==> config.mk <==
export PLATFORM = sky130hd
export DESIGN_NAME = bsc_ram
export DESIGN_NICKNAME = d
export VERILOG_FILES = /design/src/sv/assert_macros.svh /design/src/sv/bsc_ram.sv
export SDC_FILE = /design/constraint.sdc
export NUM_CORES = 1
export LEC_CHECK = 0
export ABC_AREA = 1
export ABC_CLOCK_PERIOD_IN_PS = 2100
export BUFFER_PORTS_ARGS = -buffer_cell sky130_fd_sc_hd__buf_4
export CAP_MARGIN = 10
export CELL_PAD_IN_SITES_DETAIL_PLACEMENT = 1
export CELL_PAD_IN_SITES_GLOBAL_PLACEMENT = 2
export CORE_ASPECT_RATIO = 0.6
export CORE_MARGIN = 2
export CORE_UTILIZATION = 35
export DETAILED_ROUTE_END_ITERATION = 10
export PLACE_DENSITY_LB_ADDON = 0.1
export SYNTH_ARGS = -nofsm -noshare
export SYNTH_HDL_FRONTEND = slang
export SYNTH_SLANG_ARGS = --single-unit
==> constraint.sdc <==
create_clock -name clk -period 2.1 [get_ports clk]
set_clock_uncertainty 0.2 [all_clocks]
set_input_delay 0.105 -clock clk [delete_from_list [all_inputs] [get_ports clk]]
set_output_delay 0.105 -clock clk [all_outputs]
set_load 0.01 [all_outputs]
==> src/sv/assert_macros.svh <==
// Assertion macros shared by the scanner RTL.
`ifndef ASSERT_MACROS_SVH
`define ASSERT_MACROS_SVH

// Consequent must hold in the same cycle as the antecedent.
`define CHK_SAME(label, ante, cons, msg) \
  label: assert property (@(posedge clk) disable iff (rst) (ante) |-> (cons)) \
    else $error(msg);

// Consequent must hold in the cycle after the antecedent.
`define CHK_NEXT(label, ante, cons, msg) \
  label: assert property (@(posedge clk) disable iff (rst) (ante) |=> (cons)) \
    else $error(msg);

`endif

==> src/sv/bsc_ram.sv <==
// Generic single-write, single-read RAM with registered read (old data on collision).
`default_nettype none

module bsc_ram #(
  parameter int WIDTH = 8,
  parameter int DEPTH = 64
) (
  input  logic                             clk,
  input  logic                             we,
  input  logic [$clog2(DEPTH)-1:0]         waddr,
  input  logic [WIDTH-1:0]                 wdata,
  input  logic [$clog2(DEPTH)-1:0]         raddr,
  output logic [WIDTH-1:0]                 rdata
);

  logic [WIDTH-1:0] mem [DEPTH];

  always_ff @(posedge clk) begin
    rdata <= mem[raddr];
    if (we) begin
      mem[waddr] <= wdata;
    end
  end

endmodule

`default_nettype wire

# Yosys cells after proc, flatten, opt, wreduce, memory -nomap -nowiden
# Memory sizes are Yosys's and may differ from the RTL's. A register that Yosys moved wholly into a read port is not among the register bits.
# Cells that the tools add are included.
# classes
n_addsub,0
n_mul,0
n_div,0
n_lt_le_gt_ge,0
n_eq_ne,0
shift,0
muxes,2
n_bitwise,0
n_reduce_logical,0
# op_table
operator,count
$mux 1,2
# word_totals
ff_bits,0
latch_bits,0
mem_bits_rw,512
romBits,0
input_bits,22
output_inout_bits,8
memories,1
# memory_table
memory,depth,width,read_ports,rd_ports_with_merged_regs,write_ports,line,text
mem,64,8,1,1,1,bsc_ram.sv:16,logic [WIDTH-1:0] mem [DEPTH];

# Longest topological paths before layout
# Gate-level depths: netlist of run 1.
# depth
depth_word,2
ltp_mapped,12

# Worst setup path before layout of run 1
# No wires, ideal clock.
# synth_path
path_kind,input -> register
start,in we
end,"mem mem[48][0], enable pin"
setup_time_ns,0.395
t_arrival_ns,1.476
setup_slack_ns,0.029
path_stages,3
cell_sequence,clkbuf_1 -> nand4_1 -> nor4_1
# synth_via
elab_chain_len,2
# synth_lines
element,line,text
"start, declared",bsc_ram.sv:9,"input logic we,"
$mux 1,bsc_ram.sv:20,if (we) begin
$mux 1 (implied by the code),bsc_ram.sv:21,mem[waddr] <= wdata;
"end, declared",bsc_ram.sv:16,
# No other way between the ends.

==> results of run 1 <==
==> placed cells by master (no fill, tap or decap), types with 9 or more instances in the layout <==
cell type        n
inv_1            9
nand4_1          9
nand3_1        438
clkbuf_1        17
clkinv_1        10
nor2_1          56
nand2_1        648
edfxtp_1       512
dlygate4sd3_1   17
buf_4          156
clkbuf_16       53
buf_12          24
==> what timing repair did <==
action,CTS,global route
setup buffers,0,3
hold buffers,17,0
endpoints found under the hold margin,540,0
setup endpoints to repair,0,9
resized for setup,0,1
==> cells by family (layout without fill, tap and decap cells) <==
logic type	count (synthesis)	in the layout	synth area share
and+or+nand+nor	1160	1160	0.232
DFF	520	520	0.728
buffers and inverters	125	304	0.0402
other	0	2	0
==> power by group through the flow <==
stage / clock, µW / sequential, µW / combinational, µW
floorplan: 0 / 11700 / 807
global placement: 0 / 11700 / 1620
detailed placement: 0 / 11700 / 1630
CTS: 9500 / 11500 / 1660
global route: 9880 / 11500 / 1800
finish: 9240 / 11500 / 1650
==> routing by layer <==
metal,up-vias,part of all wire,GRT usage
li1,6631,-,-
met4,0,0.018,0.0508
met3,73,0.048,0.0354
met1,7331,0.53,0.354
met2,245,0.41,0.300
met5,-,0,0
==> sequential cells by signal (all words and copies together) (netlist names) <==
name,flops
mem,512
rdata,8
==> worst reg2reg max path, delay by kind of cell, from the launching register on <==
family / cells / cell delay (ps)
buffers and inverters: 1 / 550
and+or+nand+nor: 8 / 750
DFF: 1 / 350
==> worst max path at each step <==
stage / startpoint / end / cells past startpoint
2_1_floorplan: we / mem[48][0] / 3
3_3_place_gp: raddr[0] / rdata[6] / 12
3_5_place_dp: raddr[0] / rdata[6] / 12
4_1_cts: waddr[5] / mem[52][6] / 6
5_1_grt: mem[47][3] / rdata[3] / 9
6_report: mem[47][3] / rdata[3] / 9
==> layout make-up <==
cell class	instances	area share
clock inverters	24	0.00954
diodes	2	0.000200
inverters	12	0.00220
well taps	828	0.0413
flip-flops and latches	520	0.620
multi-input cells	1160	0.198
repair buffers	198	0.0732
clock buffers	70	0.0555
==> stage by stage <==
step / utilization / setup WS, ps
finish: 0.413 / 139
global route: 0.413 / 14.1
CTS: 0.413 / 54.4
detailed placement: 0.383 / 17.2
global placement: 0.383 / 48.6
floorplan: - / 28.9
==> results.json, run 1 <==
{
  "status": "completed",
  "synth_top_cell_by_area": "edfxtp_1",
  "synth.most_common_cell": "nand2_1",
  "port_buffers": 29,
  "place_inst": 2698,
  "drc": 0,
  "drive_gt1_frac": 0.128,
  "worstHoldStart": "raddr[3]",
  "tritoncts": "built",
  "reg2reg_from": "mem[47][3]",
  "ff2ff_path_depth": 9,
  "synthesis.nets": 1827,
  "initial_core_util": 0.352,
  "worst_path_max_delay_cell": "dlygate4sd3_1",
  "hold_end": "rdata[1]",
  "drt_iter0_drc": 1302,
  "rrSetupSlack_ps": 140,
  "grt_pass1_vias": 14500,
  "cts.clk_slew.worst_paths_ps": 60,
  "areaGrowthSynthToFinish_pct": 17.4,
  "cp_top_family": "simple AND/OR/NAND/NOR gates",
  "ios": 30,
  "hold_depth": 6,
  "cap_violations": 0,
  "setup.worst_path.start_class": "register",
  "synth_top_cell_area_share": 0.720,
  "gp_congestion": 0.790,
  "die_h_um": 195,
  "fin_setup_tns_ps": 0,
  "final_cells": 2814,
  "final_antenna_net_count": 0,
  "antenna_found_initial": 1,
  "yosysWarnings": 0,
  "grt_usage": 0.218,
  "period_share": 0.934,
  "h-tree-depth": 2,
  "hpwl_um": 43600,
  "viasPerCell": 5.07,
  "grt_pass1_wl_um": 100000,
  "vdd.ir_drop.worst_mv": 0.612,
  "multi_input_area_um2": 4960,
  "first_pass_iters": 5,
  "clock_path_buffers": 3,
  "period_minus_slack_ps": 1960,
  "worst_skew_pair.late_latency_ps": 610,
  "worstPathArrival_ps": 2250,
  "avgSynthCellArea_um2": 11.8,
  "end_kind": "register",
  "syn_inst": 1805,
  "synth_top_flop_cell": "edfxtp_1",
  "design_area_um2": 25100,
  "synth_area_um2": 21300,
  "grt-ovfl-total": 0,
  "synth_cell_types": 16,
  "nets": 1966,
  "crit_required_ps": 2390,
  "n_fill_cell": 6517,
  "grt_max_degree": 71,
  "p_int_uw": 17200,
  "rsz0062_at_grt": "false",
  "ys_seq_area_frac": 0.728,
  "power_leakage_uw": 0.00914,
  "p_comb_frac": 0.074,
  "regArea_um2": 15500,
  "wl_um": 67600,
  "clkPwrFrac": 0.413,
  "numCtsBuffers": 52,
  "synth_seq_cells": 520,
  "critPathKind": "register to register",
  "setup_violations": 0,
  "finalMaxSlewViolations": 0,
  "cts_root_buf": "clkbuf_16",
  "power.switching_uw": 5210,
  "hold_violations": 0,
  "fmax_mhz": 510,
  "critPathBufInv": 1,
  "design.die.area_um2": 63000,
  "fin_hold_ws_ps": 25.8,
  "finalPower_uw": 22400,
  "p_sw_frac": 0.232,
  "rr_endpoint": "rdata[3]",
  "dpl_cell_area_um2": 23200,
  "worst_pin_slew_ps": 568,
  "synth_edf_count": 512,
  "via_count": 14300,
  "hp-class": "input pin to register",
  "die_w_um": 323,
  "pwr_density_cell_nw_per_um2": 894,
  "rows": 70,
  "critical_path.cell_chain": "nand2_1 -> nand3_1 -> nand3_1 -> nand2_1 -> nand2_1 -> nand3_1 -> nand3_1 -> dlygate4sd3_1 -> nand2_1",
  "wire_per_inst_um": 24.0,
  "ys_async_sr_fraction": 0,
  "core_um2": 60600,
  "max_slew_margin": 0.620,
  "p_seq_frac": 0.514,
  "clock_sinks": 520,
  "synthTopCellsByCount": "nand2_1, edfxtp_1, nand3_1",
  "cp_max_fo": 1,
  "max_stage_delay_ps": 550,
  "ys_top_cells_by_area": "edfxtp_1, nand2_1, nand3_1"
}
(Power assumes the default switching activity.)
==> run 2, diff against run 1 <==
Settings changed: CELL_PAD_IN_SITES_DETAIL_PLACEMENT 1 to not set, CELL_PAD_IN_SITES_GLOBAL_PLACEMENT 2 to not set, PLACE_DENSITY_LB_ADDON 0.1 to not set.
==> run 2 against run 1 <==
Maximum frequency decreased by 3.5%. Largest power group unchanged. Via count up 0.54%. Sequential share of layout area grew 1.2 points. First-iteration DRC count is 42% higher. Highest routed layer is now met5. Worst hold slack better by 48 ps. Setup slack lost 71 ps.
==> results.json, run 2 (synthesized netlist as in run 1, its figures left out) <==
{
  "finalMaxSlewViolations": 0,
  "final_common_cell": "nand2_1",
  "route.met2.wl_um": 23100,
  "die_w_um": 323,
  "pwr_density_cell_nw_per_um2": 874,
  "worst_pin_slew_ps": 814,
  "hp-class": "input pin to register",
  "multi_input_area_um2": 4950,
  "worst_skew_pair.late_latency_ps": 570,
  "final_antenna_net_count": 0,
  "period_minus_slack_ps": 2030,
  "dpl_cell_area_um2": 22900,
  "h-tree-depth": 2,
  "end_kind": "register",
  "grt_pass1_wl_um": 86700,
  "cap_violations": 0,
  "die_h_um": 195,
  "viasPerCell": 5.19,
  "worst_path_most_repeated_cell": "nand2_1",
  "status": "completed",
  "clkPwrFrac": 0.392,
  "setup_violations": 0,
  "nets": 1928,
  "cp_top_family": "simple AND/OR/NAND/NOR gates",
  "clock_path_buffers": 3,
  "initial_core_util": 0.352,
  "top_layer": "met5",
  "rsz0062_at_grt": "false",
  "numCtsBuffers": 46,
  "core_um2": 60600,
  "via_count": 14400,
  "top_regs": "mem (512), rdata (8)",
  "grt_pass1_vias": 13300,
  "max_stage_delay_ps": 560,
  "worst_path_max_delay_cell": "dlygate4sd3_1",
  "setup.worst_path.start_class": "register",
  "crit_path_start": "mem[39][1]",
  "grt_max_degree": 83,
  "critPathBufInv": 1,
  "drt_iter0_drc": 1848,
  "regArea_um2": 15500,
  "cts_root_buf": "clkbuf_16",
  "grt_usage": 0.184,
  "clock_sinks": 520,
  "worstPathArrival_ps": 2310,
  "fmax_mhz": 492,
  "antenna_found_initial": 3,
  "largest_register_ffs": 512,
  "n_fill_cell": 5737,
  "fin_setup_tns_ps": 0,
  "design.die.area_um2": 63000,
  "tritoncts": "built",
  "wire_per_inst_um": 21.0,
  "design_area_um2": 24600,
  "drive_gt1_frac": 0.109,
  "p_sw_frac": 0.226,
  "areaGrowthSynthToFinish_pct": 15.3,
  "cp_max_fo": 1,
  "reg2reg_from": "mem[39][1]",
  "final_cell_mix": "nand2_1, edfxtp_1, nand3_1",
  "cts.clk_slew.worst_paths_ps": 70,
  "wl_met3_um": 6690,
  "max_slew_margin": 0.457,
  "power.switching_uw": 4860,
  "wl_met1_um": 27700,
  "p_comb_frac": 0.071,
  "rows": 70,
  "period_share": 0.968,
  "drc": 0,
  "crit_required_ps": 2370,
  "fin_hold_ws_ps": 74.1,
  "gp_congestion": 0.878,
  "p_int_uw": 16600,
  "top_register": "mem",
  "grt-ovfl-total": 0,
  "hpwl_um": 36100,
  "vdd.ir_drop.worst_mv": 0.563,
  "power_leakage_uw": 0.00887,
  "worstHoldStart": "raddr[2]",
  "hold_violations": 0,
  "p_seq_frac": 0.537,
  "critical_path.cell_chain": "nand2_1 -> nand3_1 -> nand3_1 -> nand2_1 -> nand2_1 -> nand3_2 -> nand3_1 -> dlygate4sd3_1 -> nand2_1",
  "ios": 30,
  "port_buffers": 29,
  "first_pass_iters": 5,
  "wl_um": 58200,
  "critPathKind": "register to register"
}
-- run 2: worst paths after layout --
check        endpoint  slack, ps  cells past startpoint
max          rdata[1]         70                      9
max reg2reg  rdata[1]         70                      9
min reg2reg  rdata[0]        640                      8
min          rdata[2]         70                      7
-- run 2: timing repair --
item | 4_1_cts | 5_1_grt
resized for setup | 0 | 4
endpoints found under the hold margin | 425 | 0
setup buffers | 0 | 0
hold buffers | 18 | 0
setup endpoints to repair | 0 | 2
-- run 2: per-layer routing --
| metal | vias to the layer above | global-route usage |
|---|---|---|
| met2 | 654 | 0.243 |
| li1 | 6547 | - |
| met3 | 67 | 0.0551 |
| met5 | - | 0 |
| met4 | 2 | 0.0291 |
| met1 | 7087 | 0.296 |
-- run 2: per-stage QoR --
| step | cells | total power [µW] | setup WS, ps | util |
|---|---|---|---|---|
| global route | 2765 | 22200 | 6.47 | 0.406 |
| detailed placement | 2668 | 13200 | 161 | 0.379 |
| CTS | 2765 | 21600 | 23.6 | 0.406 |
| floorplan | 1805 | 12500 | 28.9 | - |
| finish | 2766 | 21500 | 67.8 | 0.406 |
| global placement | 2668 | 13200 | 160 | 0.379 |
-- run 2: worst min-delay path, delay by kind of cell --
kind,cells,cell delay (ps)
simple gates,6,500
buf+inv,1,180
-- run 2: power groups by stage --
stage	Sequential (µW)	Clock, µW	Combinational [µW]
2_1_floorplan	11700	0	807
3_3_place_gp	11800	0	1460
3_5_place_dp	11800	0	1470
4_1_cts	11500	8560	1510
5_1_grt	11500	8980	1660
6_report	11500	8440	1530
-- run 2: final cells by class --
type	count	area share
Sequential cell	520	0.632
Multi-Input combinational cell	1160	0.201
Timing Repair Buffer	166	0.0636
Clock buffer	60	0.0515
Tap cell	828	0.0421
Clock inverter	19	0.00753
Inverter	12	0.00229
Antenna cell	1	0.000102
