### src/sv/assert_macros.svh
// Assertion macros shared by the scanner RTL.
`ifndef ASSERT_MACROS_SVH
`define ASSERT_MACROS_SVH

// Consequent must hold in the same cycle as the antecedent.
`define CHK_SAME(label, ante, cons, msg) \
  label: assert property (@(posedge clk) disable iff (rst) (ante) |-> (cons)) \
    else $error(msg);

// Consequent must hold in the cycle after the antecedent.
`define CHK_NEXT(label, ante, cons, msg) \
  label: assert property (@(posedge clk) disable iff (rst) (ante) |=> (cons)) \
    else $error(msg);

`endif

### src/sv/bsc_pkg.sv
// Shared types and constants of the byte signature scanner.
`default_nettype none

package bsc_pkg;

  localparam int BYTE_W            = 8;
  localparam int CAPTURE_BYTES     = 8;
  localparam int MAX_DISTANCE      = 255;
  localparam int SIG_MAX_DEF       = 16;
  localparam int HISTORY_DEPTH_DEF = 512;

  // register field widths
  localparam int DIST_W     = 8;
  localparam int SIG_LEN_W  = 5;
  localparam int CFG_IDX_W  = 3;
  localparam int CFG_DATA_W = 64;
  localparam int ADDR_W     = 64;

  // internal arithmetic widths
  localparam int CD_W    = 9;   // capture countdown, up to distance + 7
  localparam int BACK_W  = 10;  // look-back from current byte, up to 277
  localparam int DELTA_W = 11;  // signed offset from position to address

  // result queue
  localparam int OUT_DEPTH = 4;
  localparam int OPTR_W    = $clog2(OUT_DEPTH);
  localparam int OCNT_W    = $clog2(OUT_DEPTH + 1);

  typedef enum logic [1:0] {
    ST_FOUND     = 2'd0,
    ST_NOT_FOUND = 2'd1,
    ST_OUTSIDE   = 2'd2
  } status_t;

  typedef enum logic [CFG_IDX_W-1:0] {
    REG_SIG_LOW      = 3'd0,
    REG_SIG_HIGH     = 3'd1,
    REG_SIG_LEN      = 3'd2,
    REG_DISTANCE     = 3'd3,
    REG_AFTER_MATCH  = 3'd4,
    REG_WANT_DATA    = 3'd5,
    REG_BASE_ADDRESS = 3'd6
  } cfg_reg_t;

  typedef struct packed {
    logic [BYTE_W-1:0] mem_byte;
    logic              region_end;
  } scan_in_t;

  typedef struct packed {
    status_t           status;
    logic [ADDR_W-1:0] match_address;
    logic [ADDR_W-1:0] data_value;
  } scan_out_t;

endpackage

`default_nettype wire

### src/sv/bsc_cell.sv
// One window cell: holds a byte, passes it on and compares it against its signature byte.
`default_nettype none

module bsc_cell
  import bsc_pkg::*;
(
  input  logic              clk,
  input  logic              shift,
  input  logic              active,
  input  logic [BYTE_W-1:0] sig_byte,
  input  logic [BYTE_W-1:0] byte_in,
  input  logic              hit_in,
  output logic [BYTE_W-1:0] byte_q,
  output logic              hit_out
);

  // byte moves one cell further on every accepted transaction
  always_ff @(posedge clk) begin
    if (shift) begin
      byte_q <= byte_in;
    end
  end

  // cells beyond the signature length always agree
  assign hit_out = hit_in & (~active | (byte_in == sig_byte));

endmodule

`default_nettype wire

### config.mk
export PLATFORM = sky130hd
export DESIGN_NAME = bsc_cell
export DESIGN_NICKNAME = d
export VERILOG_FILES = /design/src/sv/assert_macros.svh /design/src/sv/bsc_pkg.sv /design/src/sv/bsc_cell.sv
export SDC_FILE = /design/constraint.sdc
export NUM_CORES = 1
export LEC_CHECK = 0
export ABC_AREA = 1
export BUFFER_PORTS_ARGS = -buffer_cell sky130_fd_sc_hd__buf_2
export CORE_AREA = 10 10 47 49
export CTS_BUF_LIST = sky130_fd_sc_hd__clkbuf_8
export CTS_CLUSTER_DIAMETER = 30
export CTS_CLUSTER_SIZE = 40
export DETAILED_ROUTE_END_ITERATION = 16
export DIE_AREA = 0 0 57 59
export PLACE_DENSITY_LB_ADDON = 0.2
export REMOVE_ABC_BUFFERS = 1
export SYNTH_ARGS = -nofsm -noshare
export SYNTH_HDL_FRONTEND = slang
export SYNTH_SLANG_ARGS = --single-unit
export TNS_END_PERCENT = 100
### constraint.sdc
create_clock -name clk -period 0.8 [get_ports clk]
set_input_delay 0.12 -clock clk [delete_from_list [all_inputs] [get_ports clk]]
set_output_delay 0.12 -clock clk [all_outputs]
set_load 0.005 [all_outputs]
---- Word level (Yosys, flattened, before mapping) ----
Index checks and enable logic that the tools add are counted.
storage, ports and cells
  output and inout port bits .............. 9
  flip-flop bits (word level) ............. 8
  memories ................................ 0
  input port bits ......................... 20
  latch bits .............................. 0
  word-level logic and storage cells ...... 5
  memory bits (read-only) ................. 0
  RAM bits ................................ 0
operators by class
  $mul .................................... 0
  equality and inequality tests ........... 1
  add/subtract/negate cells ............... 0
  div/mod/pow operators ................... 0
  muxes and demuxes ....................... 0
  bitwise gates (word level) .............. 3
  shift-type cells ........................ 0
  $lt $le $gt $ge ......................... 0
  reduce and logical (&&, ||, !) cells .... 0
operators by type and width
  kind            count
  8-bit == test   1
  1-bit AND       1
  1-bit inverter  1
  1-bit OR        1

---- Logic depth before layout (Yosys ltp) ----
Gate-level depths: netlist of run 1.
  depth in word-level cells ............... 3
  depth in mapped cells ................... 7
  depth with buffers taken out ............ 7

---- Least setup slack after synthesis of run 1 ----
OpenSTA, ideal clock, no wires.
  path kind ............................... input-to-output
  from .................................... input sig_byte[4]
  to ...................................... output hit_out
  path buffers ............................ 0
  data arrival time ....................... 568 ps
  cell stages on the path ................. 5
  required time ........................... 680 ps
  setup slack ............................. 112 ps
  path through ............................ xnor2_1 -> nand2_1 -> nor2_1 -> nand2_1 -> a21oi_2
between the ends
  word-level cells in the longest chain between the ends .. 3
RTL lines
  what           RTL line        RTL
  from (decl)    bsc_cell.sv:10  input logic [BYTE_W-1:0] sig_byte,
  8-bit == test  bsc_cell.sv:25  assign hit_out = hit_in & (~active | (byte_in == sig_byte));
  1-bit OR       bsc_cell.sv:25
  1-bit AND      bsc_cell.sv:25
  to (decl)      bsc_cell.sv:14  output logic hit_out
No other way between the ends.

---- Worst setup path after layout of run 1 ----
  from .................................... input sig_byte[7]
  to ...................................... output hit_out
Same word-level chain as after synthesis.

==> results of run 1 <==
-- synth_stat cells --
master,number
a21oi_2,1
edfxtp_1,8
inv_1,7
nand2_1,14
nor2_1,2
xnor2_1,5
-- kinds of logic (layout without fill, tap and decap cells) --
family / count (synthesis) / count (layout)
simple gates: 16 / 16
flops: 8 / 8
buf+inv: 7 / 39
xor+xnor: 5 / 5
compound gates: 1 / 1
-- path summary, 6_finish.rpt --
kind | from | end | slack [ns] | depth (start not counted)
max | sig_byte[7] | hit_out | -0.15 | 7
min | byte_in[3] | byte_q[3]$_DFFE_PP_ | 0.1 | 1
-- critical path, cell delays in order --
cell	delay, ns
buf_2	0.11
xnor2_2	0.14
nand2_1	0.06
nor2_1	0.10
nand2_1	0.07
a21oi_2	0.11
buf_2	0.12
-- per-stage QoR --
stage / setup TNS [ns] / cells
after floorplan: 0 / 37
after global placement: -0.1793 / 82
after detailed placement: -0.1657 / 82
after CTS: -0.3877 / 85
after global routing: -0.6097 / 85
final: -0.2911 / 85
-- metal layers --
metal  GRT usage (%)  vias up  wire, um
li1                -      178         -
met1           4.739      142       337
met2           9.767       15       508
met3           3.433        0       102
met4           4.027        0         0
met5               0        -         0
-- where the power goes --
| group | internal, uW | switching, uW |
|---|---|---|
| clock network | 325 | 149 |
| logic | 93.8 | 76.3 |
| registers | 500 | 5.79 |
| total | 919 | 231 |
-- what timing repair did --
| item | 4_1_cts | 5_1_grt |
|---|---|---|
| pin swaps | 1 | 0 |
| setup buffers | 0 | 0 |
| gates resized for setup | 1 | 1 |
| gates cloned | 0 | 0 |
| setup endpoints to repair | 9 | 9 |
-- layout make-up --
type	count	area (um^2)	area share, %
Multi-Input combinational cell	22	120.1	19.96
Sequential cell	8	240.2	39.92
Tap cell	16	20.02	3.326
Inverter	7	26.28	4.366
Clock buffer	3	41.29	6.861
Timing Repair Buffer	29	153.9	25.57
==> results by group, run 1 <==
Outcome
  – Outcome: finished, violations left
  – Failing checks: setup timing

CTS
  – Htree depth: 1
  – CTS buffer count: 3
  – CTS Buffer Depth: 2
  – CTS sink cnt: 8
  – CTS tree: done
  – Clk root buf: clkbuf_8
  – Hold Buf Count CTS: 0
  – Clock-pin slew on the worst setup and hold paths: 0.04 ns

Final layout
  – Fill count: 148
  – Final #Nets: 91
  – Commonest non-fill, non-tap cell in the layout: buf_2
  – Most frequent cells in the layout: buf_2 (27), nand2_1 (14), edfxtp_1 (8), inv_1 (7), xnor2_1 (4)
  – Area growth, synth to finish: 58.75%
  – Top Registers: byte_q: 8 flops
  – Share of layout cells above drive strength 1: 49.28%
  – Max reg flops: 8
  – Util after Layout: 42.95%
  – Ant diodes: 0
  – Post-route cell area: 601.8 um^2
  – Reg with most FFs: byte_q

GRT
  – First-pass GRT wire length: 1483 um
  – Gr usage total: 5.664%
  – Global route overflow: 0
  – Number of global-route vias before repair: 353
  – Initial antenna violation count: 0
  – Pin count of the biggest net entering global routing: 9

Worst setup path
  – CP Data Arrival Time: 0.83 ns
  – CP Launch Type: input port
  – Critical path type: in -> out
  – Crit path max fanout: 1
  – Crit. End Element: output port
  – WP data required: 0.68 ns

Synthesis
  – Largest family of logic cells by synthesized area: simple AND/OR/NAND/NOR gates
  – Yosys cell types: 6
  – Synth top area cells: edfxtp_1 (63%), nand2_1 (14%), xnor2_1 (12%), inv_1 (6.9%), a21oi_2 (2.3%)
  – Mapped Area: 379.1 um^2
  – Avg Cell Area, Syn: 10.25 um^2
  – Post-synthesis sequential area ratio: 63.37%
  – Post-synthesis register bit count: 8
  – Post-synth top area share: 63.37%
  – Simple-gate portion of the synthesized area: 15.84%
  – Yosys warns: 0
  – Synth Area in Compound Gates: 2.310%
  – Adder-Cell Fraction of Synth Area: 0%
  – Fraction of synthesized area in multiplexers: 0%
  – Xor and xnor area share after synthesis: 11.55%
  – Yosys top cell by area: edfxtp_1
  – Cells after Synth: 37

Worst hold path
  – Min-Delay Path Class: in -> reg

Floorplanning
  – Initial Utilization: 27.05%
  – Die width: 57 um
  – Die H: 59 um
  – I/O pin count: 29
  – Row count: 14
  – Core area: 0.001401 mm^2
  – Die area: 0.003363 mm^2

Route
  – Routed WL per cell: 11.15 um
  – Post-Route WL: 948 um
  – Vias per inst: 3.941
  – Initial DRT Pass Iterations: 2
  – Post-route ant nets: 0
  – Initial DRC count: 2
  – Vias: 335
  – Remaining DRCs: 0

Placed design
  – # port buffers: 28
  – Gpl congestion: 0.5601
  – Dpl ws: -0.1657 ns
  – Placed cell area: 546.8 um^2

STA
  – Slew Limit Headroom: 87.22%
  – Period utilization: 119.2%
  – Tmin final: 0.9537 ns
  – Setup violators final: 9
  – F_max: 1049 MHz
  – RSZ-0062 raised after global routing: true
  – Slew Limit Fails: 0
  – Hold Fails Final Rpt: 0
  – Hold WS: 0.09747 ns
  – Worst-Margin Slew: 0.1917 ns
  – Final worst slack: -0.1537 ns

Pwr
  – Static leakage: 0.0003098 uW
  – Peak supply drop: 1.084 mV
  – PnR Total Power: 1150 uW
  – PD cells: 1911 mW/mm^2

Run
  – Max Cap Viol: 0
Power figures use the tool's default switching activity.
==> inputs of run 2 (changes only) <==
SKIP_CTS_REPAIR_TIMING = 1   (was unset)
clock period = 1.15 ns   (was 0.8 ns; I/O delays follow)
==> results by group, run 2 (same netlist as run 1, synthesis figures left out) <==
Final layout
  – Ant diodes: 0
  – Final #Nets: 90
  – Share of layout cells above drive strength 1: 50.00%
  – Area growth, synth to finish: 55.12%
  – Fill count: 156
  – Area of the multi-input gates: 120.1 um^2
  – Max reg flops: 8
  – Commonest non-fill, non-tap cell in the layout: buf_2
  – Most frequent cells in the layout: buf_2 (28), nand2_1 (14), edfxtp_1 (8), inv_1 (6), xnor2_1 (4)
  – Reg with most FFs: byte_q
  – FF+latch area: 240.2 um^2
  – Top Registers: byte_q: 8 flops

Worst setup path
  – Worst path buffer plus inverter count: 2
  – Crit. path cell count: 7
  – Crit. End Element: output port
  – CP top delay family: buffers and inverters
  – CP Launch Type: input port
  – Crit-path cells: buf_2, xnor2_2, nand2_1, nor2_1, nand2_1, a21oi_2, buf_2
  – CP endpoint: hit_out
  – WP data required: 0.98 ns
  – Setup crit start: sig_byte[4]
  – Critical path type: in -> out
  – Critical path's slowest cell: xnor2_2
  – Crit path max fanout: 1
  – CP peak stage delay: 0.15 ns
  – CP Data Arrival Time: 0.90 ns

Pwr
  – Static leakage: 0.0003019 uW
  – Peak supply drop: 0.5543 mV
  – PD cells: 1349 mW/mm^2
  – PnR Total Power: 793.3 uW

STA
  – Hold Fails Final Rpt: 0
  – Hold WS: 0.1512 ns
  – F_max: 936.7 MHz
  – Slew Limit Headroom: 87.96%
  – Tmin final: 1.068 ns
  – Setup violators final: 0
  – Slew Limit Fails: 0
  – Worst-Margin Slew: 0.1805 ns
  – Fin Setup TNS: 0 ns
  – Period utilization: 92.83%

GRT
  – Gr usage total: 5.490%
  – Pin count of the biggest net entering global routing: 9
  – First-pass GRT wire length: 1442 um
  – Global route overflow: 0
  – Initial antenna violation count: 0
  – Number of global-route vias before repair: 368

Route
  – Initial DRC count: 0
  – Routed WL per cell: 11.29 um
  – Initial DRT Pass Iterations: 1
  – Remaining DRCs: 0
  – Vias per inst: 4.060
  – Post-Route WL: 948 um
  – Vias: 341
  – Post-route ant nets: 0

Floorplanning
  – Die width: 57 um
  – Die H: 59 um
  – I/O pin count: 29
  – Core area: 0.001401 mm^2
  – Row count: 14
  – Initial Utilization: 27.05%
  – Die area: 0.003363 mm^2

CTS
  – CTS tree: done
  – CTS buffer count: 3
  – Htree depth: 1
  – CTS sink cnt: 8
  – CTS Buffer Depth: 2
  – Clk root buf: clkbuf_8
  – Clock-pin slew on the worst setup and hold paths: 0.04 ns

Placed design
  – # port buffers: 28
  – Gpl congestion: 0.5656
  – DP HPWL: 819.7 um

Run
  – Max Cap Viol: 0

Worst hold path
  – Min-Delay Path Class: in -> reg

Outcome
  – Outcome: complete, no violations
-- run 2: changes by cell type in the layout (fill, tap and decap cells not counted), sizes merged --
cell	delta
buf	-1
-- run 2: report_power, final --
group          switching (uW)  internal [uW]  leakage (uW)  total (uW)
clock                     101            226     0.0000216         327
combinational            53.2           61.3      0.000202         114
sequential               3.87            348     0.0000783         352
-- run 2: through the flow --
| step | cells | worst slack [ns] | util, % | instance area [um^2] |
|---|---|---|---|---|
| after floorplan | 37 | 0.3566 | - | 379.1 |
| after detailed placement | 81 | 0.06741 | 38.48 | 539.3 |
| after global placement | 81 | 0.06615 | 38.48 | 539.3 |
| after global routing | 84 | -0.02338 | 41.96 | 588.1 |
| final | 84 | 0.08241 | 41.96 | 588.1 |
| after CTS | 84 | 0.05988 | 41.43 | 580.6 |
-- run 2: per-layer routing --
metal	part of all wire [%]	wire length [um]	GRT usage (%)
met1	34	319	4.982
met2	55	524	9.147
met4	0	0	3.020
met5	0	0	0
met3	11	105	3.648
-- run 2: how the worst min path moves through the flow --
stage          depth (start not counted)        from                   to
3_3_place_gp                           1  byte_in[4]  byte_q[4]$_DFFE_PP_
3_5_place_dp                           1  byte_in[3]  byte_q[3]$_DFFE_PP_
2_1_floorplan                          0  byte_in[0]  byte_q[0]$_DFFE_PP_
4_1_cts                                1  byte_in[3]  byte_q[3]$_DFFE_PP_
5_1_grt                                1  byte_in[6]  byte_q[6]$_DFFE_PP_
6_report                               1  byte_in[3]  byte_q[3]$_DFFE_PP_
-- run 2: layout make-up --
cell class / instances / area share, %
inverters: 7 / 4.468
repair buffers: 28 / 23.83
clock buffers: 3 / 7.021
multi-input cells: 22 / 20.43
well taps: 16 / 3.404
flip-flops and latches: 8 / 40.85
==> inputs of run 3 (changes only) <==
ABC_CLOCK_PERIOD_IN_PS = 1150   (was unset)
RECOVER_POWER = 25   (was unset)
==> results by group, run 3 (same netlist as run 1, synthesis figures left out) <==
Floorplanning
  – Core area: 0.001401 mm^2
  – Die width: 57 um
  – Die H: 59 um
  – I/O pin count: 29
  – Initial Utilization: 27.05%
  – Row count: 14
  – Die area: 0.003363 mm^2

Worst setup path
  – Crit. End Element: output port
  – WP data required: 0.98 ns
  – CP Launch Type: input port
  – Crit path max fanout: 1
  – CP Data Arrival Time: 0.90 ns
  – Critical path's slowest cell: xnor2_2
  – Crit-path cells: buf_2, xnor2_2, nand2_1, nor2_1, nand2_1, a21oi_2, buf_2
  – Critical path type: in -> out
  – CP peak stage delay: 0.15 ns

Final layout
  – Post-route non-filler standard cell count: 84
  – Max reg flops: 8
  – Ant diodes: 0
  – Reg with most FFs: byte_q
  – Area growth, synth to finish: 54.13%
  – Most frequent cells in the layout: buf_2 (25), nand2_1 (14), edfxtp_1 (8), inv_1 (6), xnor2_1 (4)
  – Share of layout cells above drive strength 1: 45.59%
  – Top Registers: byte_q: 8 flops
  – Commonest non-fill, non-tap cell in the layout: buf_2
  – Final #Nets: 90
  – Fill count: 158

CTS
  – CTS tree: done
  – CTS Buffer Depth: 2
  – CTS buffer count: 3
  – Htree depth: 1
  – Clk root buf: clkbuf_8
  – Clock-pin slew on the worst setup and hold paths: 0.04 ns
  – CTS sink cnt: 8

Placed design
  – Gpl congestion: 0.5656
  – DP HPWL: 819.7 um
  – # port buffers: 28
  – Placed cell count: 81

STA
  – Setup violators final: 0
  – Slew Limit Headroom: 87.88%
  – Slew Limit Fails: 0
  – Tmin final: 1.068 ns
  – Period utilization: 92.84%
  – F_max: 936.6 MHz
  – Hold Fails Final Rpt: 0
  – Worst-Margin Slew: 0.1818 ns
  – Fin Setup TNS: 0 ns

Route
  – Post-route ant nets: 0
  – Remaining DRCs: 0
  – Post-Route WL: 947 um
  – Initial DRC count: 1
  – Initial DRT Pass Iterations: 2
  – Routed WL per cell: 11.27 um
  – Vias: 341
  – Vias per inst: 4.060

Worst hold path
  – Min-Delay Path Class: in -> reg
  – WHS Path Cells: 1

GRT
  – Initial antenna violation count: 0
  – Gr usage total: 5.490%
  – Pin count of the biggest net entering global routing: 9
  – First-pass GRT wire length: 1442 um
  – Number of global-route vias before repair: 368
  – Global route overflow: 0

Pwr
  – Static leakage: 0.0002937 uW
  – PD cells: 1355 mW/mm^2
  – Peak supply drop: 0.5542 mV

Run
  – Max Cap Viol: 0

Outcome
  – Outcome: complete, no violations
run 3: path summary, 6_finish.rpt:
path / startpoint / to / slack, ns
worst max-delay path: sig_byte[4] / hit_out / 0.08
worst min-delay path: byte_in[3] / byte_q[3]$_DFFE_PP_ / 0.15
run 3: final cells by class:
| class | count | area [um^2] | area share (%) |
|---|---|---|---|
| clock buffer | 3 | 41.29 | 7.066 |
| inverter | 7 | 26.28 | 4.497 |
| multi-input combinational | 22 | 120.1 | 20.56 |
| sequential | 8 | 240.2 | 41.11 |
| tap | 16 | 20.02 | 3.426 |
| timing repair buffer | 28 | 136.4 | 23.34 |
run 3: where the power goes:
group / total (uW) / leakage, uW / internal [uW] / switching, uW
combinational: 113 / 0.000194 / 59.8 / 53.3
clock: 327 / 0.0000216 / 226 / 101
sequential: 352 / 0.0000783 / 348 / 3.87
total: 792 / 0.000294 / 634 / 158
run 3: routing by layer:
layer	GRT usage [%]	share of wire, %
met1	4.982	34
met3	3.648	11
met4	3.020	0
met5	0	0
met2	9.147	55
run 3: per-stage QoR:
stage               worst slack (ns)  util, %  cell area [um^2]  total power, uW  hold WS [ns]
floorplan                     0.3566        -             379.1            397.5        0.2714
global placement             0.06615    38.48             539.3            468.8        0.3765
detailed placement           0.06741    38.48             539.3            470.4        0.3776
CTS                          0.05988    41.43             580.6            805.5        0.1470
global route                -0.02338    41.70             584.3            836.7        0.1530
finish                       0.08233    41.70             584.3            791.9        0.1512
run 3: worst max-delay path, delay by kind of cell:
kind            cells  cell delay [ns]
compound gates      1             0.10
xor+xnor            1             0.15
buf+inv             2             0.24
simple gates        3             0.23
