`config.mk`:
```
export PLATFORM = sky130hd
export DESIGN_NAME = bsc_out_fifo
export DESIGN_NICKNAME = d
export VERILOG_FILES = /design/src/sv/assert_macros.svh /design/src/sv/bsc_pkg.sv /design/src/sv/bsc_out_fifo.sv
export SDC_FILE = /design/constraint.sdc
export NUM_CORES = 1
export LEC_CHECK = 0
export BUFFER_PORTS_ARGS = -buffer_cell sky130_fd_sc_hd__buf_2
export CAP_MARGIN = 40
export CORE_UTILIZATION = 35
export DETAILED_ROUTE_END_ITERATION = 10
export GPL_ROUTABILITY_DRIVEN = 0
export PLACE_DENSITY = 0.59
export SLEW_MARGIN = 20
export SYNTH_ARGS = -nofsm -noshare
export SYNTH_HDL_FRONTEND = slang
export SYNTH_SLANG_ARGS = --single-unit
```
`constraint.sdc`:
```
create_clock -name clk -period 4.2 [get_ports clk]
set_input_delay 0.21 -clock clk [delete_from_list [all_inputs] [get_ports clk]]
set_output_delay 0.21 -clock clk [all_outputs]
set_load 0.005 [all_outputs]
```
`src/sv/assert_macros.svh`:
```
// Assertion macros shared by the scanner RTL.
`ifndef ASSERT_MACROS_SVH
`define ASSERT_MACROS_SVH

// Consequent must hold in the same cycle as the antecedent.
`define CHK_SAME(label, ante, cons, msg) \
  label: assert property (@(posedge clk) disable iff (rst) (ante) |-> (cons)) \
    else $error(msg);

// Consequent must hold in the cycle after the antecedent.
`define CHK_NEXT(label, ante, cons, msg) \
  label: assert property (@(posedge clk) disable iff (rst) (ante) |=> (cons)) \
    else $error(msg);

`endif

```
`src/sv/bsc_pkg.sv`:
```
// Shared types and constants of the byte signature scanner.
`default_nettype none

package bsc_pkg;

  localparam int BYTE_W            = 8;
  localparam int CAPTURE_BYTES     = 8;
  localparam int MAX_DISTANCE      = 255;
  localparam int SIG_MAX_DEF       = 16;
  localparam int HISTORY_DEPTH_DEF = 512;

  // register field widths
  localparam int DIST_W     = 8;
  localparam int SIG_LEN_W  = 5;
  localparam int CFG_IDX_W  = 3;
  localparam int CFG_DATA_W = 64;
  localparam int ADDR_W     = 64;

  // internal arithmetic widths
  localparam int CD_W    = 9;   // capture countdown, up to distance + 7
  localparam int BACK_W  = 10;  // look-back from current byte, up to 277
  localparam int DELTA_W = 11;  // signed offset from position to address

  // result queue
  localparam int OUT_DEPTH = 4;
  localparam int OPTR_W    = $clog2(OUT_DEPTH);
  localparam int OCNT_W    = $clog2(OUT_DEPTH + 1);

  typedef enum logic [1:0] {
    ST_FOUND     = 2'd0,
    ST_NOT_FOUND = 2'd1,
    ST_OUTSIDE   = 2'd2
  } status_t;

  typedef enum logic [CFG_IDX_W-1:0] {
    REG_SIG_LOW      = 3'd0,
    REG_SIG_HIGH     = 3'd1,
    REG_SIG_LEN      = 3'd2,
    REG_DISTANCE     = 3'd3,
    REG_AFTER_MATCH  = 3'd4,
    REG_WANT_DATA    = 3'd5,
    REG_BASE_ADDRESS = 3'd6
  } cfg_reg_t;

  typedef struct packed {
    logic [BYTE_W-1:0] mem_byte;
    logic              region_end;
  } scan_in_t;

  typedef struct packed {
    status_t           status;
    logic [ADDR_W-1:0] match_address;
    logic [ADDR_W-1:0] data_value;
  } scan_out_t;

endpackage

`default_nettype wire

```
`src/sv/bsc_out_fifo.sv`:
```
// Small result queue between the scan pipeline and the result channel.
`default_nettype none

module bsc_out_fifo
  import bsc_pkg::*;
(
  input  logic              clk,
  input  logic              rst,
  input  logic              push,
  input  scan_out_t         push_item,
  input  logic              pop,
  output logic              valid,
  output scan_out_t         head,
  output logic [OCNT_W-1:0] count
);

  scan_out_t         slots [OUT_DEPTH];
  logic [OPTR_W-1:0] wr_ptr;
  logic [OPTR_W-1:0] rd_ptr;
  logic [OCNT_W-1:0] count_next;

  // occupancy after this cycle's push and pop
  always_comb begin
    count_next = count;
    if (push && !pop) begin
      count_next = count + OCNT_W'(1);
    end else if (pop && !push) begin
      count_next = count - OCNT_W'(1);
    end
  end

  // pointers and count
  always_ff @(posedge clk) begin
    if (rst) begin
      wr_ptr <= '0;
      rd_ptr <= '0;
      count  <= '0;
    end else begin
      if (push) begin
        wr_ptr <= wr_ptr + OPTR_W'(1);
      end
      if (pop) begin
        rd_ptr <= rd_ptr + OPTR_W'(1);
      end
      count <= count_next;
    end
  end

  // payload storage
  always_ff @(posedge clk) begin
    if (push) begin
      slots[wr_ptr] <= push_item;
    end
  end

  assign valid = (count != '0);
  assign head  = slots[rd_ptr];

endmodule

`default_nettype wire

```
# == Yosys cells after proc, flatten, opt, wreduce, memory -nomap -nowiden ==
# Memory sizes are Yosys's and may differ from the RTL's. A register that Yosys moved wholly into a read port is not among the register bits.
# Cells that the tools add are included.
# op_classes
n_addsub,4
muxes,6
n_reduce_logical,6
# ops
cell,count
3-bit two-way mux,2
"2-bit by 1-bit adder with 2-bit output, second input constant",2
2-bit two-way mux,2
"3-bit by 1-bit adder with 3-bit output, second input constant",1
3-bit nonzero test,1
"3-bit by 1-bit subtractor with 3-bit output, second input constant",1
1-bit logical AND,2
1-bit logical NOT,2
1-bit two-way mux,2
2-bit nonzero test,1
# totals
register_bits,7
mem_bits_rw,520
out_inout_bits,134
n_memories,1
# memory_table
name,words,width,read_ports,rd_ports_with_merged_regs,write_ports,line_no,rtl
slots,4,130,1,1,1,bsc_out_fifo.sv:17,scan_out_t slots [OUT_DEPTH];

# == Depth between registers and ports, before layout ==
# Gate-level depths: netlist (run 1).
# depth
depth_word,4
ltp_mapped,7

# == Worst setup path before layout (run 1) ==
# Ideal clock, no wire load.
# synth_timing
path_type,reg-to-reg
startpoint,reg wr_ptr[0]
endpoint,"mem slots[0][0] in the netlist's numbering, enable pin"
arrival_time_ps,3525
required_ps,3696
path_slack_ps,171
path_stages_with_launch,4
path_buffers,0
period_less_slack_ps,4029
cell_sequence,dfxtp_1 > inv_1 > ha_1 > and2_1
# synth_lines
element,line_no,rtl
"start, declared",bsc_out_fifo.sv:18,logic [OPTR_W-1:0] wr_ptr;
"start signal, assigned",bsc_out_fifo.sv:40,wr_ptr <= wr_ptr + OPTR_W'(1);
"end, declared",bsc_out_fifo.sv:17,
# Straight into the memory's write port.

==> results of run 1 <==
[flip-flops by register name, summed over array words and instances (netlist names), named ones only]
name    cells
wr_ptr      2
rd_ptr      2
slots     520
count       3
[synthesized netlist by cell type, drive strengths merged]
cell    instances
dfxtp           9
clkbuf          2
mux4          130
or3             2
xor2            3
inv             4
and2            4
mux2i           2
ha              5
o21ai           1
nor2            7
a21oi           1
fa              1
edfxtp        520
nand2           1
buf            28
xnor2           2
[layer usage]
layer,routed length (um),vias up,GRT usage [%]
met5,45,-,0
met4,767,6,3.719
li1,-,4003,-
met3,2550,65,4.290
met1,16660,4675,17.97
met2,18400,243,22.63
[power by group]
part / switching (mW) / internal (mW) / total (mW)
clock network: 1.89 / 2.63 / 4.52
registers: 0.0868 / 6.07 / 6.15
logic: 0.525 / 0.575 / 1.10
total: 2.51 / 9.27 / 11.8
[cell families after synthesis]
family                   count (synthesis)  share of synthesized area (%)
buffers and inverters                   34                          1.752
multiplexers                           132                          15.29
AND/OR/NAND/NOR                         14                         0.3503
adder cells (fa/ha/maj)                  6                         0.4282
XOR/XNOR                                 5                         0.2271
flip-flops                             529                          81.90
AO/OA/AOI/OAI                            2                        0.05185
[area by class of cell]
cell class                      instances  area, um2
Antenna cell                            3      7.507
Clock buffer                           68       1425
Clock inverter                         29      241.5
Fill cell                            4541      29750
Inverter                                4      15.01
Multi-Input combinational cell        159       3162
Sequential cell                       529      15800
Tap cell                              696      870.8
Timing Repair Buffer                  414       2858
[metrics by stage]
| step | util, % | hold WS, ns | cell area [um2] | std cells |
|---|---|---|---|---|
| floorplan | - | 0.3089 | 19280 | 722 |
| global placement | 39.51 | 0.4228 | 21390 | 1670 |
| detailed placement | 39.51 | 0.4267 | 21390 | 1670 |
| CTS | 45.03 | 0.001505 | 24370 | 1899 |
| global route | 45.04 | 0.04173 | 24380 | 1902 |
| finish | 45.04 | 0.05547 | 24380 | 1902 |
[final timing paths]
kind,cells past startpoint,to,startpoint,slack (ns)
min reg2reg,2,count[2]$_SDFFE_PP0P_,count[2]$_SDFFE_PP0P_,0.51
max reg2reg,3,slots[1][97]$_DFFE_PP_,wr_ptr[0]$_SDFFE_PP0P_,2.01
min,3,wr_ptr[1]$_SDFFE_PP0P_,push,0.06
max,3,head[32],flop,1.40
[worst min-delay path: stages]
cell and delay [ns]:
buf_2 0.18, mux2i_1 0.14, nor2_1 0.07
[repair_timing]
action	in CTS	in global routing
buffers inserted	0	0
hold endpoints to repair	529	0
hold buffers	132	0
==> run_results.csv, run 1 <==
group,metric,value,unit
floorplanning,initial_core_util,35.62,%
power_and_ir_drop,finalPower,11.78,mW
setup_path,slowest_delay,0.75,ns
setup_path,path_class,"flop to output port",
floorplanning,rows,85,
yosys,ys_seq_elements,529,
place,numPortBuffers,267,
power_and_ir_drop,cellPowerDensity,483.1,nW/um2
route,vias,8992,
grt,grt_first_pass_wirelength,58700,um
floorplanning,dieArea,56040,um2
timing,worst_pin_slew,0.7894,ns
run_status,status,"finished clean",
setup_path,cp_max_fo,54,
floorplanning,die_x,236.7,um
cells_and_area,area.growth.synth_to_final,26.43,%
timing,finalClockSkew,0.01789,ns
timing,max_freq,357.7,MHz
route,avgRoutedWirePerCell,20.21,um
yosys,ys.warnings.count,0,
cells_and_area,fin_nets,1301,
timing,setup-tns-final,0,ns
setup_path,required,3.99,ns
yosys,seq_area_frac_synth,81.90,%
yosys,synth_cell_type_count,21,
route,routed_wl,38430,um
power_and_ir_drop,vdd_ir_drop_max,290.4,uV
grt,grt_max_degree,61,
job,cap_violations,0,
timing,period_minus_slack,2.795,ns
clock_tree,cts_tree,"done",
route,vias_per_cell,4.728,
cells_and_area,layout-drive-gt1-share,40.81,%
setup_path,cp.arrival,2.59,ns
cells_and_area,final_common_cell,"edfxtp_1",
timing,fin_ws,1.405,ns
clock_tree,cts_resized,0,
floorplanning,io-pin-count,268,
power_and_ir_drop,p_leak,8.218,nW
cells_and_area,layout_common_cells,"520 x edfxtp_1, 267 x buf_2, 132 x dlygate4sd3_1",
floorplanning,die_h,236.7,um
yosys,synth_top_area_cell,"edfxtp_1",
clock_tree,clock_sink_count,529,
grt,grt_pass1_vias,9975,
clock_tree,clk_latency,0.58,ns
route,drc,0,
yosys,synth_top_cell_area_share,80.97,%
clock_tree,htreeDepth,2,
yosys,synth_area_leaders,"edfxtp_1 81%, mux4_2 15%, buf_12 1.1%",
yosys,synth_cells,722,
grt,overflow,0,
grt,antenna_found_initial,6,
setup_path,crit_buf_inv,2,
timing,min_period_over_period,66.56,%
timing,rsz0062_at_grt,"no",
timing,setup_viol,0,
setup_path,end_kind,"output port",
timing,slew_headroom,47.37,%
clock_tree,cts.clk_slew.worst_paths,0.06,ns
setup_path,slowest_stage,"dfxtp_4",
min_path,min_path_type,"primary input to flop",
timing,finalHoldViolCount,0,
clock_tree,clk_path_buf_depth,3,
setup_path,crit_path_cell_trace,"buf_12 > mux4_2 > buf_2",
grt,track_usage,13.87,%
place,hpwl,22230,um
yosys,syn_area,19280,um2
clock_tree,cts_buffers,53,
setup_path,crit_family,"flip-flops",
yosys,avgSynthCellArea,26.71,um2
route,dr.pass1.iters,4,
setup_path,start_kind,"flop",
route,ant_nets,0,
route,initialDrtViolationCount,389,
timing,drv_slew,0,
floorplanning,fp.coreArea,54130,um2
place,pre_cts_slack,1.926,ns
clock_tree,clock-root-buffer,"clkbuf_16",
yosys,syn-num-nets,862,
(Power assumes the default switching activity.)
==> inputs of run 2 (changes only) <==
Settings changed: ABC_AREA set to 1, PLACE_DENSITY 0.59 to 0.57.
Clock period 4.2 ns to 2.9 ns, I/O delays scaled along.
==> run 2 against run 1 <==
  * Die area grew 2.3%
  * Non-clock buffer count rose by 8
  * Wire length is 20% higher
  * Synthesized area up 2.3%
  * Clock skew rose by 0.0011 ns
  * Global-route usage is 2.0 points higher
  * Critical path depth up 1
  * Flip-flop and latch count stayed put
  * Synthesized cell count is 82% higher
  * Final cell count increased by 32%
  * Combinational power up 44%
  * Largest power group unchanged
==> run_results.csv, run 2 <==
group,metric,value,unit
timing,setup_viol,0,
yosys,synthArstFlopShare,0,%
setup_path,slowest_delay,0.44,ns
clock_tree,clock_sink_count,529,
floorplanning,io-pin-count,268,
yosys,synth_cell_type_count,22,
grt,overflow,0,
clock_tree,clk_latency,0.59,ns
floorplanning,die_x,239.4,um
floorplanning,fp.coreArea,55420,um2
cells_and_area,final_common_cell,"edfxtp_1",
setup_path,start_kind,"flop",
place,numPortBuffers,267,
floorplanning,dieArea,57310,um2
route,initialDrtViolationCount,727,
min_path,min_path_cells,2,
power_and_ir_drop,seqPwrFrac,52.2,%
place,place_area,21790,um2
route,vias,12250,
min_path,min_path_type,"primary input to flop",
grt,grt_pass1_vias,12303,
yosys,synth_most_common_cell,"edfxtp_1",
power_and_ir_drop,p_sw,3.827,mW
clock_tree,cts.clk_slew.worst_paths,0.06,ns
cells_and_area,layout_common_cells,"520 x edfxtp_1, 267 x buf_2, 266 x nor2_1",
setup_path,slowest_stage,"buf_12",
yosys,synthTopCellsByCount,"520 x edfxtp_1, 266 x nor2_1, 196 x o21ai_0",
clock_tree,htreeDepth,2,
min_path,min_from,"push_item[7]",
floorplanning,rows,86,
setup_path,crit_family,"buffers and inverters",
route,routed_wl,45950,um
cells_and_area,area.growth.synth_to_final,25.65,%
clock_tree,cts_buffers,55,
clock_tree,clk_path_buf_depth,3,
power_and_ir_drop,swShare,22.62,%
yosys,synth-edff-count,520,
setup_path,end_kind,"output port",
setup_path,regToRegSetupSlack,0.97,ns
yosys,synth_area_leaders,"edfxtp_1 79%, nor2_1 5.1%, o21ai_0 5.0%",
min_path,whs_endpoint,"slots[1][7]$_DFFE_PP_",
setup_path,cp_max_fo,174,
place,hpwl,24430,um
timing,rsz0062_at_grt,"no",
power_and_ir_drop,cellPowerDensity,682.7,nW/um2
timing,setup-tns-final,0,ns
setup_path,required,2.76,ns
cells_and_area,fin_area,24780,um2
cells_and_area,ff_latch_area,15810,um2
power_and_ir_drop,comb_power_share,9.3,%
floorplanning,die_h,239.4,um
clock_tree,postCtsSetupRepairBufs,0,
timing,drv_slew,0,
timing,finalHoldViolCount,0,
timing,slew_headroom,35.69,%
setup_path,crit_buf_inv,2,
timing,finalClockSkew,0.01895,ns
timing,max_freq,385.5,MHz
setup_path,r2r-end,"slots[0][110]$_DFFE_PP_",
grt,antenna_found_initial,7,
cells_and_area,final_cells,2503,
grt,grt_first_pass_wirelength,70350,um
yosys,avgSynthCellArea,14.99,um2
timing,whs,0.3025,ns
power_and_ir_drop,clockPowerShare,38.5,%
cells_and_area,multi_input_area,3304,um2
route,drc,0,
setup_path,cp.arrival,2.45,ns
yosys,syn_area,19730,um2
clock_tree,clock-root-buffer,"clkbuf_16",
route,dr.pass1.iters,5,
setup_path,crit_path_cell_trace,"buf_12 > o21ai_0 > o22ai_1 > buf_2",
cells_and_area,fin_nets,1850,
cells_and_area,largest_register_ffs,520,
route,ant_nets,0,
floorplanning,initial_core_util,35.59,%
setup_path,ff2ff_path_depth,5,
timing,min_period_over_period,89.45,%
setup_path,r2r-start,"wr_ptr[0]$_SDFFE_PP0P_",
power_and_ir_drop,vdd_ir_drop_max,526.4,uV
yosys,seq_area_frac_synth,80.08,%
cells_and_area,nFillCells,4954,
yosys,synth_top_area_cell,"edfxtp_1",
yosys,ys_seq_elements,529,
power_and_ir_drop,p_int,13.09,mW
route,avgRoutedWirePerCell,18.36,um
place,dp_cells,2267,
route,vias_per_cell,4.894,
grt,track_usage,15.90,%
run_status,status,"finished clean",
power_and_ir_drop,p_leak,8.591,nW
yosys,syn-num-nets,1456,
timing,worst_pin_slew,0.9646,ns
job,cap_violations,0,
yosys,yosys_most_used_dff,"edfxtp_1",
clock_tree,cts_tree,"done",
cells_and_area,reg_top3,"slots: 520 flops, count: 3 flops",
setup_path,path_class,"flop to output port",
grt,grt_max_degree,175,
cells_and_area,layout-drive-gt1-share,21.30,%
cells_and_area,largest-register,"slots",
yosys,synth_cells,1316,
yosys,ys.warnings.count,0,
yosys,synth_top_cell_area_share,79.16,%
cells_and_area,fin_util,44.72,%
timing,period_minus_slack,2.594,ns
-- run 2: routing by layer --
layer	track usage [%]	vias up	wire, um
met5	0	-	39
met4	4.390	6	935
met3	4.518	76	3617
met2	25.18	368	21170
met1	21.32	6023	20190
li1	-	5777	-
-- run 2: worst max path at each step --
| stage | endpoint | cells after the start | start | slack [ns] |
|---|---|---|---|---|
| after floorplan | slots[0][0]$_DFFE_PP_ | 4 | wr_ptr[0]$_SDFFE_PP0P_ | -0.04 |
| after global placement | head[114] | 5 | flop | 0.98 |
| after detailed placement | head[64] | 4 | flop | 0.98 |
| after CTS | head[114] | 5 | flop | 0.31 |
| after global routing | head[80] | 4 | flop | 0.19 |
| final | head[114] | 4 | flop | 0.31 |
-- run 2: logic make-up (layout without fill, tap and decap cells) --
logic type / after synthesis / count (layout) / share of synthesized area (%)
AOI/OAI and AO/OA: 400 / 400 / 10.97
DFF: 529 / 529 / 80.08
adders and majority gates: 6 / 6 / 0.4187
other: 0 / 4 / 0
and+or+nand+nor: 278 / 278 / 5.309
buffers and inverters: 103 / 538 / 3.222
-- run 2: area by class of cell --
type,instances,share of cell area [%]
inverter,18,0.3938
tap,748,3.776
clock buffer,70,5.780
sequential,529,63.77
timing repair buffer,422,12.05
antenna,4,0.04039
multi-input combinational,684,13.33
clock inverter,28,0.8582
-- run 2: power groups by stage --
| stage | clock network (mW) | registers (mW) | logic (mW) |
|---|---|---|---|
| CTS | 6.72 | 8.83 | 1.61 |
| global route | 6.98 | 8.85 | 1.76 |
| detailed placement | 0 | 8.99 | 1.46 |
| floorplan | 0 | 8.98 | 0.764 |
| finish | 6.52 | 8.83 | 1.58 |
| global placement | 0 | 8.98 | 1.44 |
-- run 2: worst reg2reg max path: cells and delay by family (launching register included) --
family | cells | cell delay, ns
buffers and inverters | 3 | 0.92
DFF | 1 | 0.35
adders and majority gates | 1 | 0.20
and+or+nand+nor | 1 | 0.07
-- run 2: repair_timing --
action                                  in CTS  in global routing
hold endpoints to repair                   529                  0
hold buffers                               134                  0
endpoints found under the setup margin       0                  0
resized for setup                            0                  0
-- run 2: stage by stage --
stage | total power, mW | setup WS (ns)
5_1_grt | 17.58 | 0.1916
6_report | 16.92 | 0.3061
4_1_cts | 17.15 | 0.3074
2_1_floorplan | 9.746 | -0.03845
3_5_place_dp | 10.44 | 0.9761
3_3_place_gp | 10.42 | 0.9835
==> inputs of run 3 (changes only) <==
Settings changed: CTS_BUF_LIST set to sky130_fd_sc_hd__clkbuf_4 sky130_fd_sc_hd__clkbuf_8.
==> run 3 against run 2 <==
  * Core utilization up 0.11 points
  * Wire length rose by 1.9%
  * Setup slack got worse by 0.037 ns
  * Largest cell class unchanged
  * Combinational power about the same
  * Fmax fell by 1.4%
  * Flip-flop and latch count did not move
  * Sequential share of layout area down 0.16 points
  * Total power down 1.1%
  * Clock skew fell by 0.0027 ns
  * Global-route usage is 0.33 points higher
==> run_results.csv, run 3 (synthesized netlist as in run 2, its figures left out) <==
group,metric,value,unit
timing,setup_viol,0,
clock_tree,cts_tree,"done",
min_path,min_path_type,"primary input to flop",
setup_path,crit_family,"buffers and inverters",
timing,max_freq,380.1,MHz
grt,overflow,0,
cells_and_area,area.growth.synth_to_final,25.96,%
place,dp_cells,2267,
grt,met2_usage,26.15,%
place,hpwl,24430,um
timing,drv_slew,0,
route,vias,12492,
route,dr.pass1.iters,5,
floorplanning,die_x,239.4,um
grt,grt_pass1_vias,12843,
run_status,status,"finished clean",
setup_path,slowest_stage,"dfxtp_4",
cells_and_area,final_cells,2568,
setup_path,cp_max_fo,174,
floorplanning,initial_core_util,35.59,%
power_and_ir_drop,cellPowerDensity,673.3,nW/um2
grt,grt_max_degree,175,
cells_and_area,fin_nets,1885,
floorplanning,io-pin-count,268,
cells_and_area,final_common_cell,"edfxtp_1",
setup_path,path_class,"flop to output port",
timing,whs,0.2454,ns
route,ant_nets,0,
cells_and_area,largest_register_ffs,520,
route,drc,0,
grt,busiest_layer,"met2",
power_and_ir_drop,vdd_ir_drop_max,365.2,uV
setup_path,slowest_delay,0.43,ns
grt,track_usage,16.23,%
job,cap_violations,0,
timing,slew_headroom,36.51,%
route,vias_per_cell,4.864,
route,avgRoutedWirePerCell,18.23,um
clock_tree,clock-root-buffer,"clkbuf_8",
clock_tree,htreeDepth,3,
power_and_ir_drop,finalPower,16.73,mW
timing,worst_pin_slew,0.9524,ns
power_and_ir_drop,p_leak,8.687,nW
cells_and_area,largest-register,"slots",
clock_tree,cts_buffers,90,
grt,globalRouteMet1Util,20.72,%
timing,finalClockSkew,0.01622,ns
setup_path,required,2.76,ns
setup_path,start_kind,"flop",
setup_path,crit_buf_inv,2,
floorplanning,dieArea,57310,um2
cells_and_area,layout_common_cells,"520 x edfxtp_1, 267 x buf_2, 266 x nor2_1",
setup_path,end_kind,"output port",
floorplanning,rows,86,
timing,period_minus_slack,2.631,ns
route,routed_wl,46820,um
floorplanning,fp.coreArea,55420,um2
setup_path,crit_path_cell_trace,"buf_12 > o21ai_0 > o22ai_1 > buf_2",
clock_tree,clock_sink_count,529,
route,initialDrtViolationCount,758,
cells_and_area,reg_top3,"slots: 520 flops, count: 3 flops",
grt,antenna_found_initial,7,
clock_tree,clk_latency,0.65,ns
timing,min_period_over_period,90.72,%
timing,finalHoldViolCount,0,
cells_and_area,layout-drive-gt1-share,24.28,%
grt,met3_usage,4.621,%
clock_tree,clk_path_buf_depth,3,
place,numPortBuffers,267,
setup_path,cp.arrival,2.49,ns
cells_and_area,nFillCells,4959,
grt,grt_first_pass_wirelength,71420,um
floorplanning,die_h,239.4,um
timing,rsz0062_at_grt,"no",
clock_tree,cts.clk_slew.worst_paths,0.06,ns
## run 3: cell count changes in the layout (fill, tap and decap cells not counted), sizes merged
cell      delta
clkinv      +14
bufinv       -2
clkinvlp     +3
clkbuf      +54
inv          -4
## run 3: what timing repair did
item / 4_1_cts / 5_1_grt
buffers inserted: 0 / 0
gates resized for setup: 0 / 0
hold buffers: 134 / 0
endpoints found under the hold margin: 530 / 0
## run 3: per-stage QoR
step	TNS [ns]	instance area [um2]	utilization [%]	setup slack, ns
CTS	0	24840	44.82	0.2408
detailed placement	0	21790	39.32	0.9761
floorplan	-11.86	19750	-	-0.03845
global placement	0	21790	39.32	0.9835
finish	0	24850	44.84	0.2690
global route	0	24840	44.83	0.1256
## run 3: cell type report
type | count | area, um2 | share of cell area [%]
multi-input combinational | 684 | 3304 | 13.30
sequential | 529 | 15810 | 63.61
clock inverter | 39 | 195.2 | 0.7856
antenna | 4 | 10.01 | 0.04029
clock buffer | 124 | 1513 | 6.088
timing repair buffer | 422 | 2985 | 12.02
inverter | 18 | 97.59 | 0.3928
tap | 748 | 935.9 | 3.767
## run 3: where the power goes
part,switching (mW),total [mW],internal (mW),leakage (nW)
combinational,0.969,1.58,0.615,2.93
sequential,0.0816,8.83,8.75,4.85
clock,2.87,6.32,3.45,0.902
## run 3: metal layers
metal / wire, um / up-vias
li1: - / 5866
met1: 20760 / 6187
met2: 21860 / 357
met3: 3157 / 76
met4: 997 / 6
met5: 45 / -
## run 3: path summary, 6_finish.rpt
check	slack, ns	from	cells after the start	to
worst min-delay path	0.25	push_item[7]	2	slots[1][7]$_DFFE_PP_
worst max-delay path	0.27	flop	4	head[114]
worst min register to register	0.45	rd_ptr[1]$_SDFFE_PP0P_	1	rd_ptr[1]$_SDFFE_PP0P_
worst max register to register	0.98	wr_ptr[0]$_SDFFE_PP0P_	5	slots[0][112]$_DFFE_PP_
